===== src/cpn_pkg.sv =====
// ============================================================================
// cpn_pkg: shared types and constants for the cross product over norm block
// Sequencer states, shared unit op codes, the control and status bundles
// passed between the sequencer and the datapath, and the fixed widths.
// ============================================================================
package cpn_pkg;

  // Field and datapath widths.
  localparam int CODE_W  = 16;  // excess-4096 input code
  localparam int MAG_W   = 12;  // clipped magnitude, at most 4064
  localparam int WORK_W  = 29;  // widest value: ten times the cross difference
  localparam int NORM_W  = 16;  // norm of g after the final left shift
  localparam int OUT_W   = 16;  // result field
  localparam int MUL_A_W = 26;  // multiplier operand widths
  localparam int MUL_B_W = 12;
  localparam int CNT_W   = 5;   // iteration counter

  // Component decode constants.
  localparam logic [CODE_W-1:0] EXCESS   = 16'd4096;
  localparam logic [CODE_W-1:0] CODE_HI  = 16'd8160;
  localparam logic [CODE_W-1:0] CODE_LO  = 16'd32;
  localparam logic [MAG_W-1:0]  MAG_CLIP = 12'd4064;

  // Normalization stops once a magnitude has this bit or a higher one set.
  localparam int NORM_BIT = 10;

  // Norm and quotient scaling.
  localparam int SUM_SHIFT  = 10;
  localparam int SCALE_SQRT = 100;
  localparam int SCALE_OUT  = 10;
  localparam int NORM_SHIFT = 5;
  localparam logic [OUT_W-1:0] OUT_MAX = 16'hFFFF;

  // Iteration counts: one root bit per step, one quotient bit per step.
  localparam int SQRT_STEPS = 11;
  localparam int DIV_STEPS  = 29;

  typedef enum logic [3:0] {
    ST_IDLE,
    ST_NORM,
    ST_SQ1,
    ST_SQ2,
    ST_SSUM,
    ST_SCALE,
    ST_SQRT,
    ST_CL,
    ST_CR,
    ST_MIX,
    ST_MIX2,
    ST_TEN,
    ST_DIV,
    ST_DONE
  } cpn_state_t;

  typedef enum logic [1:0] {
    ALU_ADD,
    ALU_SUB,
    ALU_MUL
  } cpn_alu_op_t;

  typedef struct packed {
    logic [WORK_W-1:0] value;
    logic              ge;     // first operand not below the second
  } cpn_alu_res_t;

  typedef struct packed {
    cpn_state_t        state;
    cpn_alu_op_t       alu_op;
    logic [CNT_W-1:0]  cnt;
  } cpn_ctrl_t;

  typedef struct packed {
    logic in_fire;
    logic g_zero;
    logic g_small;
    logic mix_add;
    logic alu_ge;
    logic out_free;
  } cpn_stat_t;

endpackage


===== src/cross_product_over_norm_x10_core.sv =====
// ============================================================================
// cross_product_over_norm_x10_core: perpendicular component of a over |g|
// Computes ten times |a x g| divided by a scaled norm of g, saturated to
// 16 bits, with one shared multiply/add/subtract unit under a sequencer.
// ============================================================================
//
//   channel  direction  payload (lowest bits first)
//   in_      slave      accel_x, accel_y, grav_x, grav_y (16 bits each)
//   out_     master     perp_x10 (16 bits)
//
// An item occupies the block while k doublings (k from 0 to 10) normalize g,
// the square root and cross terms are formed, an extra swapped subtraction
// runs when the cross difference is negative, and the restoring divide runs;
// a zero g goes straight to the result. The divide and the root dominate.
// in_tready is high only in the idle state; a finished result moves into the
// output register as the block returns to idle, and waits there for out_tready.
// Reset is synchronous and active low and clears the sequencer and out_tvalid.
//
module cross_product_over_norm_x10_core (
  input  logic        clk,
  input  logic        rst_n,
  input  logic        in_tvalid,
  output logic        in_tready,
  input  logic [63:0] in_tdata,   // accel_x, accel_y, grav_x, grav_y
  output logic        out_tvalid,
  input  logic        out_tready,
  output logic [15:0] out_tdata   // perp_x10
);
  import cpn_pkg::*;

  cpn_ctrl_t    ctrl;
  cpn_stat_t    stat;
  cpn_alu_op_t  alu_op;
  cpn_alu_res_t alu_res;
  logic [WORK_W-1:0] alu_a;
  logic [WORK_W-1:0] alu_b;

  logic [MAG_W-1:0] a1_mag, a2_mag, g1_mag, g2_mag;
  logic             a1_neg, a2_neg, g1_neg, g2_neg;

  logic [MAG_W-1:0]  a1_r, a2_r, g1_r, g2_r;
  logic [MAG_W-1:0]  a1_nxt, a2_nxt, g1_nxt, g2_nxt;
  logic              lneg_r, rneg_r, lneg_nxt, rneg_nxt;
  logic [WORK_W-1:0] acc_r, acc_nxt;
  logic [WORK_W-1:0] tmp_r, tmp_nxt;
  logic [NORM_W-1:0] norm_r, norm_nxt;
  logic              out_tvalid_r, out_tvalid_nxt;
  logic [OUT_W-1:0]  out_tdata_r, out_tdata_nxt;

  logic              in_fire;
  logic              out_free;
  logic [WORK_W-1:0] sqrt_bit;
  logic [NORM_W:0]   div_trial;
  logic [OUT_W-1:0]  sat_q;

  // Component decode of the incoming transfer.
  cpn_decode u_dec_a1 (.code(in_tdata[15:0]),  .mag(a1_mag), .neg(a1_neg));
  cpn_decode u_dec_a2 (.code(in_tdata[31:16]), .mag(a2_mag), .neg(a2_neg));
  cpn_decode u_dec_g1 (.code(in_tdata[47:32]), .mag(g1_mag), .neg(g1_neg));
  cpn_decode u_dec_g2 (.code(in_tdata[63:48]), .mag(g2_mag), .neg(g2_neg));

  // Handshake.
  assign in_tready = (ctrl.state == ST_IDLE);
  assign in_fire   = in_tvalid & in_tready;
  assign out_free  = ~out_tvalid_r | out_tready;

  // Status to the sequencer.
  assign stat.in_fire  = in_fire;
  assign stat.g_zero   = (g1_mag == '0) && (g2_mag == '0);
  assign stat.g_small  = (g1_r[MAG_W-1:NORM_BIT] == '0) && (g2_r[MAG_W-1:NORM_BIT] == '0);
  assign stat.mix_add  = lneg_r ^ rneg_r;
  assign stat.alu_ge   = alu_res.ge;
  assign stat.out_free = out_free;

  cpn_seq u_seq (
    .clk   (clk),
    .rst_n (rst_n),
    .stat  (stat),
    .ctrl  (ctrl)
  );

  assign alu_op = ctrl.alu_op;

  cpn_alu u_alu (
    .op   (alu_op),
    .op_a (alu_a),
    .op_b (alu_b),
    .res  (alu_res)
  );

  // Root trial bit is four to the power of the remaining step count.
  assign sqrt_bit  = WORK_W'(1) << {ctrl.cnt, 1'b0};
  // Partial remainder with the next dividend bit shifted in.
  assign div_trial = {tmp_r[NORM_W-1:0], acc_r[WORK_W-1]};
  assign sat_q     = (acc_r[WORK_W-1:OUT_W] != '0) ? OUT_MAX : acc_r[OUT_W-1:0];

  // Operand selection for the shared unit.
  always_comb begin
    alu_a = acc_r;
    alu_b = tmp_r;
    case (ctrl.state)
      ST_SQ1: begin
        alu_a = WORK_W'(g1_r);
        alu_b = WORK_W'(g1_r);
      end
      ST_SQ2: begin
        alu_a = WORK_W'(g2_r);
        alu_b = WORK_W'(g2_r);
      end
      ST_SCALE: begin
        alu_a = acc_r >> SUM_SHIFT;
        alu_b = WORK_W'(SCALE_SQRT);
      end
      ST_SQRT: begin
        alu_a = acc_r;
        alu_b = tmp_r | sqrt_bit;
      end
      ST_CL: begin
        alu_a = WORK_W'(a1_r);
        alu_b = WORK_W'(g2_r);
      end
      ST_CR: begin
        alu_a = WORK_W'(g1_r);
        alu_b = WORK_W'(a2_r);
      end
      ST_MIX2: begin
        alu_a = tmp_r;
        alu_b = acc_r;
      end
      ST_TEN: begin
        alu_a = acc_r;
        alu_b = WORK_W'(SCALE_OUT);
      end
      ST_DIV: begin
        alu_a = WORK_W'(div_trial);
        alu_b = WORK_W'(norm_r);
      end
      default: begin
        alu_a = acc_r;
        alu_b = tmp_r;
      end
    endcase
  end

  // Datapath register updates.
  always_comb begin
    a1_nxt   = a1_r;
    a2_nxt   = a2_r;
    g1_nxt   = g1_r;
    g2_nxt   = g2_r;
    lneg_nxt = lneg_r;
    rneg_nxt = rneg_r;
    acc_nxt  = acc_r;
    tmp_nxt  = tmp_r;
    norm_nxt = norm_r;
    case (ctrl.state)
      ST_IDLE: begin
        if (in_fire) begin
          a1_nxt   = a1_mag;
          a2_nxt   = a2_mag;
          g1_nxt   = g1_mag;
          g2_nxt   = g2_mag;
          lneg_nxt = a1_neg ^ g2_neg;
          rneg_nxt = g1_neg ^ a2_neg;
          acc_nxt  = '0;
        end
      end
      ST_NORM: begin
        if (stat.g_small) begin
          g1_nxt = {g1_r[MAG_W-2:0], 1'b0};
          g2_nxt = {g2_r[MAG_W-2:0], 1'b0};
        end
      end
      ST_SQ1:  acc_nxt = alu_res.value;
      ST_SQ2:  tmp_nxt = alu_res.value;
      ST_SSUM: acc_nxt = alu_res.value;
      ST_SCALE: begin
        acc_nxt = alu_res.value;
        tmp_nxt = '0;
      end
      ST_SQRT: begin
        // Remainder in acc, developing root in tmp.
        if (alu_res.ge) begin
          acc_nxt = alu_res.value;
          tmp_nxt = (tmp_r >> 1) | sqrt_bit;
        end else begin
          tmp_nxt = tmp_r >> 1;
        end
      end
      ST_CL: begin
        acc_nxt  = alu_res.value;
        norm_nxt = {tmp_r[NORM_W-NORM_SHIFT-1:0], {NORM_SHIFT{1'b0}}};
      end
      ST_CR:   tmp_nxt = alu_res.value;
      ST_MIX: begin
        // The left product stays in acc when the difference would go negative.
        if (stat.mix_add || alu_res.ge) begin
          acc_nxt = alu_res.value;
        end
      end
      ST_MIX2: acc_nxt = alu_res.value;
      ST_TEN: begin
        acc_nxt = alu_res.value;
        tmp_nxt = '0;
      end
      ST_DIV: begin
        // Dividend shifts out of acc as quotient bits shift in.
        tmp_nxt = alu_res.ge ? alu_res.value : WORK_W'(div_trial);
        acc_nxt = {acc_r[WORK_W-2:0], alu_res.ge};
      end
      default: begin
        acc_nxt = acc_r;
      end
    endcase
  end

  // Output register: a new result loads when it is empty or as the held one leaves.
  always_comb begin
    out_tvalid_nxt = out_tvalid_r & ~out_tready;
    out_tdata_nxt  = out_tdata_r;
    if ((ctrl.state == ST_DONE) && out_free) begin
      out_tvalid_nxt = 1'b1;
      out_tdata_nxt  = sat_q;
    end
  end

  always_ff @(posedge clk) begin
    if (!rst_n) begin
      out_tvalid_r <= 1'b0;
    end else begin
      out_tvalid_r <= out_tvalid_nxt;
    end
  end

  always_ff @(posedge clk) begin
    a1_r        <= a1_nxt;
    a2_r        <= a2_nxt;
    g1_r        <= g1_nxt;
    g2_r        <= g2_nxt;
    lneg_r      <= lneg_nxt;
    rneg_r      <= rneg_nxt;
    acc_r       <= acc_nxt;
    tmp_r       <= tmp_nxt;
    norm_r      <= norm_nxt;
    out_tdata_r <= out_tdata_nxt;
  end

  assign out_tvalid = out_tvalid_r;
  assign out_tdata  = out_tdata_r;

endmodule


===== src/cpn_decode.sv =====
// ============================================================================
// cpn_decode: excess-4096 component decode
// Splits one code into a sign and a magnitude clipped to 4064.
// ============================================================================
module cpn_decode (
  input  logic [cpn_pkg::CODE_W-1:0] code,
  output logic [cpn_pkg::MAG_W-1:0]  mag,
  output logic                       neg
);
  import cpn_pkg::*;

  logic [CODE_W-1:0] pos_val;
  logic [CODE_W-1:0] neg_val;

  assign pos_val = code - EXCESS;
  assign neg_val = EXCESS - code;

  // Codes far outside the usable span clip to the largest magnitude.
  always_comb begin
    if (code >= EXCESS) begin
      neg = 1'b0;
      mag = (code > CODE_HI) ? MAG_CLIP : pos_val[MAG_W-1:0];
    end else begin
      neg = 1'b1;
      mag = (code < CODE_LO) ? MAG_CLIP : neg_val[MAG_W-1:0];
    end
  end

endmodule


===== src/cpn_alu.sv =====
// ============================================================================
// cpn_alu: shared arithmetic unit
// One multiplier, one adder and one subtract-compare, selected by op code.
// ============================================================================
module cpn_alu (
  input  cpn_pkg::cpn_alu_op_t         op,
  input  logic [cpn_pkg::WORK_W-1:0]   op_a,
  input  logic [cpn_pkg::WORK_W-1:0]   op_b,
  output cpn_pkg::cpn_alu_res_t        res
);
  import cpn_pkg::*;

  logic [MUL_A_W+MUL_B_W-1:0] prod;
  logic [WORK_W:0]            dif;
  logic [WORK_W-1:0]          sum;

  assign prod = op_a[MUL_A_W-1:0] * op_b[MUL_B_W-1:0];
  assign dif  = {1'b0, op_a} - {1'b0, op_b};
  assign sum  = op_a + op_b;

  always_comb begin
    // The compare flag comes from the subtractor borrow for every op.
    res.ge = ~dif[WORK_W];
    case (op)
      ALU_ADD: res.value = sum;
      ALU_SUB: res.value = dif[WORK_W-1:0];
      ALU_MUL: res.value = prod[WORK_W-1:0];
      default: res.value = sum;
    endcase
  end

endmodule


===== src/cpn_seq.sv =====
// ============================================================================
// cpn_seq: sequencer
// Steps one item through normalize, square sum, root, cross terms and divide.
// ============================================================================
module cpn_seq (
  input  logic               clk,
  input  logic               rst_n,
  input  cpn_pkg::cpn_stat_t stat,
  output cpn_pkg::cpn_ctrl_t ctrl
);
  import cpn_pkg::*;

  cpn_state_t       state_r;
  cpn_state_t       state_nxt;
  logic [CNT_W-1:0] cnt_r;
  logic [CNT_W-1:0] cnt_nxt;
  cpn_alu_op_t      alu_op;

  // State and counter registers.
  always_ff @(posedge clk) begin
    if (!rst_n) begin
      state_r <= ST_IDLE;
      cnt_r   <= '0;
    end else begin
      state_r <= state_nxt;
      cnt_r   <= cnt_nxt;
    end
  end

  // Next state.
  always_comb begin
    state_nxt = state_r;
    case (state_r)
      ST_IDLE: begin
        if (stat.in_fire) begin
          state_nxt = stat.g_zero ? ST_DONE : ST_NORM;
        end
      end
      ST_NORM: begin
        if (!stat.g_small) begin
          state_nxt = ST_SQ1;
        end
      end
      ST_SQ1:   state_nxt = ST_SQ2;
      ST_SQ2:   state_nxt = ST_SSUM;
      ST_SSUM:  state_nxt = ST_SCALE;
      ST_SCALE: state_nxt = ST_SQRT;
      ST_SQRT: begin
        if (cnt_r == '0) begin
          state_nxt = ST_CL;
        end
      end
      ST_CL: state_nxt = ST_CR;
      ST_CR: state_nxt = ST_MIX;
      ST_MIX: begin
        // A negative difference is redone with the operands swapped.
        state_nxt = (!stat.mix_add && !stat.alu_ge) ? ST_MIX2 : ST_TEN;
      end
      ST_MIX2: state_nxt = ST_TEN;
      ST_TEN:  state_nxt = ST_DIV;
      ST_DIV: begin
        if (cnt_r == '0) begin
          state_nxt = ST_DONE;
        end
      end
      ST_DONE: begin
        if (stat.out_free) begin
          state_nxt = ST_IDLE;
        end
      end
      default: state_nxt = ST_IDLE;
    endcase
  end

  // Iteration counter for the root and divide loops.
  always_comb begin
    cnt_nxt = cnt_r;
    case (state_r)
      ST_SCALE: cnt_nxt = CNT_W'(SQRT_STEPS - 1);
      ST_TEN:   cnt_nxt = CNT_W'(DIV_STEPS - 1);
      ST_SQRT:  cnt_nxt = cnt_r - CNT_W'(1);
      ST_DIV:   cnt_nxt = cnt_r - CNT_W'(1);
      default:  cnt_nxt = cnt_r;
    endcase
  end

  // Shared unit operation for each state.
  always_comb begin
    case (state_r)
      ST_SQ1:   alu_op = ALU_MUL;
      ST_SQ2:   alu_op = ALU_MUL;
      ST_SCALE: alu_op = ALU_MUL;
      ST_CL:    alu_op = ALU_MUL;
      ST_CR:    alu_op = ALU_MUL;
      ST_TEN:   alu_op = ALU_MUL;
      ST_SQRT:  alu_op = ALU_SUB;
      ST_DIV:   alu_op = ALU_SUB;
      ST_MIX2:  alu_op = ALU_SUB;
      ST_MIX:   alu_op = stat.mix_add ? ALU_ADD : ALU_SUB;
      default:  alu_op = ALU_ADD;
    endcase
  end

  assign ctrl.state  = state_r;
  assign ctrl.alu_op = alu_op;
  assign ctrl.cnt    = cnt_r;

endmodule


===== config.mk =====
export PLATFORM = sky130hd
export DESIGN_NAME = cross_product_over_norm_x10_core
export DESIGN_NICKNAME = d
export VERILOG_FILES = /design/src/cpn_pkg.sv /design/src/cross_product_over_norm_x10_core.sv /design/src/cpn_decode.sv /design/src/cpn_alu.sv /design/src/cpn_seq.sv
export SDC_FILE = /design/constraint.sdc
export NUM_CORES = 1
export LEC_CHECK = 0
export ABC_AREA = 1
export ABC_CLOCK_PERIOD_IN_PS = 6770
export BUFFER_PORTS_ARGS = -buffer_cell sky130_fd_sc_hd__buf_2
export CAP_MARGIN = 20
export CELL_PAD_IN_SITES_DETAIL_PLACEMENT = 1
export CELL_PAD_IN_SITES_GLOBAL_PLACEMENT = 2
export CORE_MARGIN = 2
export CORE_UTILIZATION = 34
export DETAILED_ROUTE_END_ITERATION = 8
export PLACE_DENSITY_LB_ADDON = 0.1
export SETUP_SLACK_MARGIN = 0.4
export SYNTH_ARGS = -nofsm -noshare
export SYNTH_HDL_FRONTEND = slang
export SYNTH_SLANG_ARGS = --single-unit

===== constraint.sdc =====
create_clock -name clk -period 6.77 [get_ports clk]
set_clock_uncertainty 0.15 [all_clocks]
set_input_delay 0 -clock clk [delete_from_list [all_inputs] [get_ports clk]]
set_output_delay 0 -clock clk [all_outputs]
set_load 0.1 [all_outputs]

Word level (Yosys, flattened, before mapping)
Cells that the tools add are included.
{ "op_classes": {"n_addsub": 11, "multipliers": 1, "n_div": 0, "n_lt_le_gt_ge": 12, "eq_ne": 23, "n_shift": 1, "n_mux": 44, "n_bitwise": 11, "n_reduce_logical": 29} }
{ "op_table": {"columns": ["operator", "n"], "rows": [
  ["29-bit case mux with 8 select lines", 1],
  ["12-bit two-way mux", 16],
  ["29-bit case mux with 6 select lines", 1],
  ["29-bit two-way mux", 5],
  ["29-bit case mux with 5 select lines", 1],
  ["29-bit case mux with 4 select lines", 1],
  ["16-bit by 13-bit greater-or-equal comparator with 1-bit output (second input constant)", 4],
  ["16-bit by 13-bit > comparator with 1-bit output (second input constant)", 4],
  ["16-bit by 6-bit < comparator with 1-bit output (second input constant)", 4],
  ["29-bit case mux with 2 select lines", 1],
  ["4-bit case mux with 14 select lines", 1],
  ["12-bit case mux with 2 select lines", 2],
  ["1-bit by 12-bit subtractor with 12-bit output (first input constant)", 4],
  ["12-bit by 1-bit subtractor with 12-bit output (second input constant)", 4],
  ["29-bit by 29-bit subtractor with 30-bit output", 1],
  ["29-bit adder", 1],
  ["26-bit by 12-bit multiplier with 29-bit output", 1],
  ["28-bit by 29-bit OR with 29-bit output", 1],
  ["29-bit OR", 1],
  ["1-bit by 6-bit << shifter with 29-bit output (first input constant)", 1],
  ["4-bit == test (second input constant)", 6],
  ["12-bit logical NOT", 2],
  ["4-bit two-way mux", 6],
  ["4-bit by 3-bit == test with 1-bit output (second input constant)", 4],
  ["32 further kinds", 59]
]} }
{ "word_totals": {"register_bits": 145, "latchBits": 0, "ram_bits": 0, "mem_bits_ro": 0, "input_bits": 68, "out_inout_bits": 18, "elab_cells": 145, "mem_count": 0} }

Longest topological paths before layout
Gate-level depths: netlist of the first run.
{ "depth": {"depth_word": 8, "ltp_mapped": 41, "mapped_depth_nobuf": 39} }

Hierarchy
A second synthesis of the first run with hierarchy kept.
{ "hier_totals": {"hier_cells": 3596, "hier_area_um2": 23810.3} }
{ "by_module_without_submodules": {"columns": ["mod", "n_inst", "cells_each", "area_per_inst_um2", "seq_area_each_um2"], "rows": [
  ["cpn_alu", 1, 2059, 13052.5, 0.0],
  ["cross_product_over_norm_x10_core", 1, 999, 7925.1, 4073.9],
  ["cpn_decode", 4, 109, 544.3, 0.0],
  ["cpn_seq", 1, 102, 655.6, 180.2]
]} }

Least setup slack after synthesis of the first run
No wires, ideal clock.
{ "synth_path": {"path_kind": "register to register", "from": "reg u_seq.state_r[2]", "to": "reg acc_r[27] (data pin)", "setup_ns": 0.265, "t_arrival_ns": 6.719, "t_required_ns": 6.355, "setup_slack_ns": -0.363, "path_stages_with_launch": 33, "n_path_buf": 2, "period_less_slack_ns": 7.133, "cell_sequence": "dfxtp_1 buf_2 nand2_2 nor2_1 clkbuf_1 a221oi_1 o2111ai_1 o21ai_0 clkinv_1 ha_1 inv_1 fa_1 inv_1 fa_1 fa_1 fa_1 inv_1 fa_1 inv_1 ha_1 a21o_1 a21boi_0 o21ai_0 a21oi_1 inv_1 a21oi_1 o21ai_0 nand2_1 nand2_1 o21ai_0 nand3_1 nand3_1 o21ai_0"} }
{ "synth_between": {"elab_chain_len": 7, "elab_cells_between_ends": 29, "classes_between": "add/sub: 2; mul: 1; eq/ne: 13; mux: 7; reduce/logical: 6"} }
{ "synth_lines": {"columns": ["element", "line_no", "text"], "rows": [
  ["from (decl)", "cpn_seq.sv:13", "cpn_state_t state_r;"],
  ["from (signal assigned)", "cpn_seq.sv:25", "state_r <= state_nxt;"],
  ["4-bit by 2-bit == test with 1-bit output (tied with other cells)", "cross_product_over_norm_x10_core.sv:101, cpn_seq.sv:89", null],
  ["2-bit OR reduction (no source line) (tied with other cells)", null, null],
  ["29-bit case mux with 8 select lines (tied with other cells)", "cross_product_over_norm_x10_core.sv:101", "case (ctrl.state)"],
  ["26-bit by 12-bit multiplier with 29-bit output (tied with other cells)", "cpn_alu.sv:17", "assign prod = op_a[MUL_A_W-1:0] * op_b[MUL_B_W-1:0];"],
  ["29-bit case mux with 2 select lines", "cpn_alu.sv:24", "case (op)"],
  ["29-bit two-way mux, on equally long branches", "cross_product_over_norm_x10_core.sv:197, cross_product_over_norm_x10_core.sv:183", null],
  ["29-bit case mux with 5 select lines (*)", "cross_product_over_norm_x10_core.sv:156", "case (ctrl.state)"],
  ["named net acc_nxt[27]", "cross_product_over_norm_x10_core.sv:44", "logic [WORK_W-1:0] acc_r, acc_nxt;"],
  ["to (signal assigned)", "cross_product_over_norm_x10_core.sv:242", "acc_r <= acc_nxt;"],
  ["to (decl)", "cross_product_over_norm_x10_core.sv:44", null]
]} }
Mark *: on every way through the listed nets, which the timed path passes. The rest lies on a longest branch. The select of a mux whose other input is x is not followed.
A chain may end at the register's enable or synchronous reset.

Worst setup path after layout of the first run
{ "layout_path": {"from": "reg u_seq.state_r[2]", "to": "reg acc_r[25] (data pin)"} }
Same word-level chain as after synthesis.

==> flow_metrics.py, run 1 <==
metrics = {
    "status": {
        "status": "finished, violations left",
        "failed_checks": "negative setup slack",
    },
    "clocking": {
        "insertion_delay_ps": 460,
        "cts_htree_levels": 4,
        "clk_pin_slew_ps": 70,
        "clock_path_buffers": 2,
        "root_buffer": "clkbuf_16",
        "cts_tree": "yes",
        "cts_num_sinks": 145,
        "numCtsBuffers": 17,
    },
    "worst_setup_path": {
        "crit_buf_inv": 9,
        "cp-end-kind": "register",
        "cpMaxStageDelayCell": "fa_2",
        "cp_data_arrival_time_ps": 7080,
        "worstPathRequired_ps": 6830,
        "start_kind": "register",
        "crit_type": "register to register",
        "cp_max_fo": 7,
        "cp_slowest_stage_delay_ps": 560,
        "crit_family": "adder cells",
    },
    "yosys": {
        "synth_cell_type_count": 56,
        "async_reset_ff_frac": 0,
        "avgSynthCellArea_sq_um": 7.17,
        "synth-edff-count": 135,
        "synth-seq-area-share": 0.202,
        "ys_seq_elements": 145,
        "syn_area_sq_um": 21000,
        "synth-main-ff-cell": "edfxtp_1",
        "syn_nets": 3325,
        "yosys_warnings": 0,
        "postSynthCellCount": 2933,
    },
    "routing": {
        "drt_wl_total_um": 102000,
        "post-route-drc-count": 0,
        "avgViaCountPerCell": 5.30,
        "num_vias": 23000,
        "wire_per_inst_um": 23.5,
        "firstDrtPassIters": 6,
        "ant_nets": 0,
        "drtIter0Drc": 1740,
    },
    "global_route": {
        "grtUsageTotal": 0.321,
        "grt_pass1_vias": 24400,
        "grt_pass1_wl_um": 153000,
        "grt_max_degree": 35,
        "antenna_found_initial": 1,
        "grt_remaining_overflow": 0,
    },
    "worst_hold_path": {
        "hold_path_class": "primary input to register",
    },
    "timing": {
        "finalWorstSetupSlack_ps": -250,
        "hold_viol_final": 0,
        "worstMarginPinSlew_ps": 988,
        "maxSlewHeadroom": 0.334,
        "hold_slack_ps": 15.5,
        "finalCritPeriodShare": 1.04,
        "period_needed_ps": 7020,
        "fmax_mhz": 142,
        "setup_violations": 27,
        "report.final.slew_viol_count": 0,
        "rsz0062_at_grt": "yes",
    },
    "floorplan": {
        "std_cell_rows": 91,
        "core_sq_um": 61500,
        "die_area_sq_um": 63900,
        "die_x_um": 253,
        "die_h_um": 253,
        "start_util": 0.342,
        "io_pins": 86,
    },
    "final_layout": {
        "areaGrowthSynthToFinish_pct": 41.2,
        "final_cell_mix": "nand2_1, inv_1, buf_4, nor2_1, fa_1",
        "utilization": 0.483,
        "final_common_cell": "nand2_1",
        "drive_gt1_frac": 0.288,
        "nets": 3923,
    },
    "job": {
        "cap_violations": 0,
    },
    "place": {
        "numPortBuffers": 85,
        "place_congestion": 0.962,
        "pre_cts_ws_ps": -865,
        "hpwlAfterDp_um": 84900,
    },
}
==> sequential cells by signal, indices dropped and copies added, names as in the netlist, 11 cells and up <==
name       flops
acc_r         29
tmp_r         29
out_tdata     16
a1_r          12
a2_r          12
g1_r          12
g2_r          12
norm_r        11
==> layout make-up <==
cell class | instances | area, sq um
Antenna cell | 1 | 2.50
Clock buffer | 19 | 433
Clock inverter | 13 | 135
Fill cell | 7542 | 31800
Inverter | 602 | 2320
Multi-Input combinational cell | 2102 | 16100
Sequential cell | 145 | 4270
Tap cell | 790 | 988
Timing Repair Buffer | 663 | 5410
==> tightest hold or removal path, stage by stage <==
cell and delay, ps:
buf_2 110, inv_1 80, o22ai_1 110, nand2_1 70, o21ai_0 70
==> through the flow <==
step,cells,cell area (sq um),TNS [ps]
6_report,4335,29700,-3010
5_1_grt,4334,29700,-11310
4_1_cts,4299,28900,-1970
3_5_place_dp,4137,25800,-22710
3_3_place_gp,4137,25800,-18200
2_1_floorplan,2933,21500,0
==> final timing paths <==
check                         from          endpoint  slack (ps)  depth (start not counted)
setup reg to reg  u_seq.state_r[2]         acc_r[25]        -250                         35
hold / removal        in_tdata[34]           g1_r[2]          20                          5
hold reg to reg   u_seq.state_r[2]  u_seq.state_r[2]         390                          2
setup / recovery  u_seq.state_r[2]         acc_r[25]        -250                         35
==> what timing repair did <==
action                                  CTS  global route
buffers inserted                         67            34
hold buffers                             62             0
pin swaps                               151           110
endpoints found under the setup margin   47            46
endpoints found under the hold margin    56             0
gates resized for setup                 333           142
gates cloned                              1             0
==> synthesized netlist by cell type (all sizes together) (16+ instances only) <==
master   number  area, sq um
a21oi       177          886
a221oi       22          193
a31oi        17          106
buf          21          109
clkbuf       64          241
clkinv       17         63.8
edfxtp      135         4050
fa          209         4180
ha          115         1440
inv         585         2200
nand2       675         2580
nand3       172          866
nand4        16          100
nor2        250          997
nor3         37          185
o2111ai      17          149
o21ai       200         1000
o22ai        42          277
xor2         34          298
==> metal layers <==
layer	vias to the layer above	global-route usage	share of wire
met5	-	0	0
met4	0	0.0871	0.027
met3	117	0.0353	0.048
met2	614	0.555	0.48
met1	11600	0.424	0.44
li1	10600	-	-
==> cells by family after synthesis <==
kind of cell	synth area share
adder cells (fa/ha/maj)	0.267
XOR/XNOR	0.0179
AND/OR/NAND/NOR	0.235
buffers and inverters	0.124
flip-flops	0.202
AO/OA/AOI/OAI	0.154
Power of run 1 is not shown: default switching activity piles up to over one toggle a cycle in this logic, so the estimate is an artifact.
==> run 2: changes to the inputs <==
CORE_UTILIZATION = 30   (was 34)
==> run 2 against run 1 <==
Compared with the run above: the flow still finishes with violations (negative setup slack); global-route usage shrank 3.1 points; routed wire length is 2.8% higher; worst hold slack worse by 2.4 ps; register-to-register slack hardly changed; fmax increased by 0.16%; non-clock buffer count grew 66; highest routed layer unchanged.
==> flow_metrics.py, run 2 (synthesized netlist as in run 1, its figures left out) <==
metrics = {
    "global_route": {
        "grt_max_degree": 35,
        "grt_remaining_overflow": 0,
        "grt_use_met1": 0.389,
        "grtUsageTotal": 0.290,
        "met2_usage": 0.502,
        "grt_pass1_vias": 24400,
        "busiest_layer": "met2",
        "antenna_found_initial": 1,
        "use_met3": 0.0180,
        "grt_pass1_wl_um": 154000,
    },
    "timing": {
        "finalWorstSetupSlack_ps": -239,
        "report.final.slew_viol_count": 0,
        "fmax_mhz": 143,
        "maxSlewHeadroom": 0.295,
        "hold_viol_final": 0,
        "tns_ps": -2770,
        "rsz0062_at_grt": "yes",
        "worstMarginPinSlew_ps": 1050,
        "period_needed_ps": 7010,
        "setup_violations": 27,
        "finalCritPeriodShare": 1.04,
    },
    "final_layout": {
        "nets": 3990,
        "utilization": 0.444,
        "drive_gt1_frac": 0.307,
        "final_common_cell": "nand2_1",
        "fin_cells": 4551,
        "areaGrowthSynthToFinish_pct": 47.2,
        "antenna_cells": 0,
        "fillers": 8561,
        "final_cell_mix": "nand2_1, inv_1, buf_4, nor2_1, fa_1",
    },
    "place": {
        "numPortBuffers": 85,
        "place_congestion": 0.916,
        "placed_cells": 4296,
        "hpwlAfterDp_um": 85800,
    },
    "worst_setup_path": {
        "crit_type": "register to register",
        "cp_common_cell": "fa_1",
        "cp_data_arrival_time_ps": 7070,
        "cp_slowest_stage_delay_ps": 520,
        "start_kind": "register",
        "cpMaxStageDelayCell": "fa_1",
        "worstPathRequired_ps": 6830,
        "cp_max_fo": 6,
        "cp-end-kind": "register",
    },
    "clocking": {
        "root_buffer": "clkbuf_16",
        "cts_htree_levels": 4,
        "insertion_delay_ps": 460,
        "cts_tree": "yes",
        "numCtsBuffers": 17,
        "clk_pin_slew_ps": 70,
        "clock_path_buffers": 2,
        "cts_num_sinks": 145,
    },
    "floorplan": {
        "die_area_sq_um": 72200,
        "start_util": 0.302,
        "die_h_um": 269,
        "die_x_um": 269,
        "io_pins": 86,
        "std_cell_rows": 97,
        "core_sq_um": 69700,
    },
    "routing": {
        "drtIter0Drc": 1505,
        "ant_nets": 0,
        "num_vias": 23200,
        "wire_per_inst_um": 23.0,
        "post-route-drc-count": 0,
        "drt_wl_total_um": 105000,
        "firstDrtPassIters": 5,
        "avgViaCountPerCell": 5.09,
    },
    "status": {
        "status": "finished, violations left",
        "failed_checks": "negative setup slack",
    },
    "worst_hold_path": {
        "hold_path_class": "primary input to register",
    },
    "job": {
        "cap_violations": 0,
    },
}
run 2: cell types whose count changed in the layout (fill, tap and decap cells not counted), moves of 9 or more:
cell      delta
nand2_4     +11
buf_12      +10
buf_4       +36
buf_6       +17
a21oi_2     -11
clkinv_4     +9
nand2_2     -16
run 2: area by class of cell:
type                       count  area [sq um]  area share
multi-input combinational   2102         16400       0.529
timing repair buffer         729          6190       0.200
timing repair inverter         1          6.26    0.000202
tap                          940          1180      0.0380
sequential                   145          4270       0.138
inverter                     602          2350      0.0760
clock buffer                  22           508      0.0164
clock inverter                10          96.3     0.00311
run 2: worst paths after layout:
path	startpoint	to	slack (ps)	cells past startpoint
max	u_seq.state_r[2]	acc_r[27]	-240	36
min	in_tdata[36]	g1_r[4]	10	5
max reg2reg	u_seq.state_r[2]	acc_r[27]	-240	36
min reg2reg	u_seq.cnt_r[0]	u_seq.cnt_r[0]	410	2
run 2: metrics by stage:
step	instance area, sq um	worst slack [ps]	hold WS [ps]
after global placement	26100	-1030	163
after CTS	30000	-164	2.24
after floorplan	21500	380	-11.6
final	31000	-239	13.1
after detailed placement	26100	-1020	168
after global routing	31000	-449	45.7
run 2: metal layers:
layer	share of wire	up-vias
li1	-	10800
met1	0.45	11800
met2	0.48	524
met3	0.037	118
met4	0.031	0
met5	0	-
run 2: timing repair:
action / CTS / global route
cloned: 2 / 4
setup endpoints to repair: 48 / 82
buffers inserted: 127 / 32
hold buffers: 57 / 0
endpoints found under the hold margin: 52 / 0
pin swaps: 151 / 67
resized for setup: 401 / 150
run 2: worst max-delay path: cells and delay by family, from the launching register on:
| kind | cells | cell delay [ps] |
|---|---|---|
| simple gates | 8 | 730 |
| fa+ha+maj | 6 | 2730 |
| flops | 1 | 380 |
| buf+inv | 12 | 1460 |
| compound gates | 10 | 1290 |
Power of run 2 is left out for the same reason.
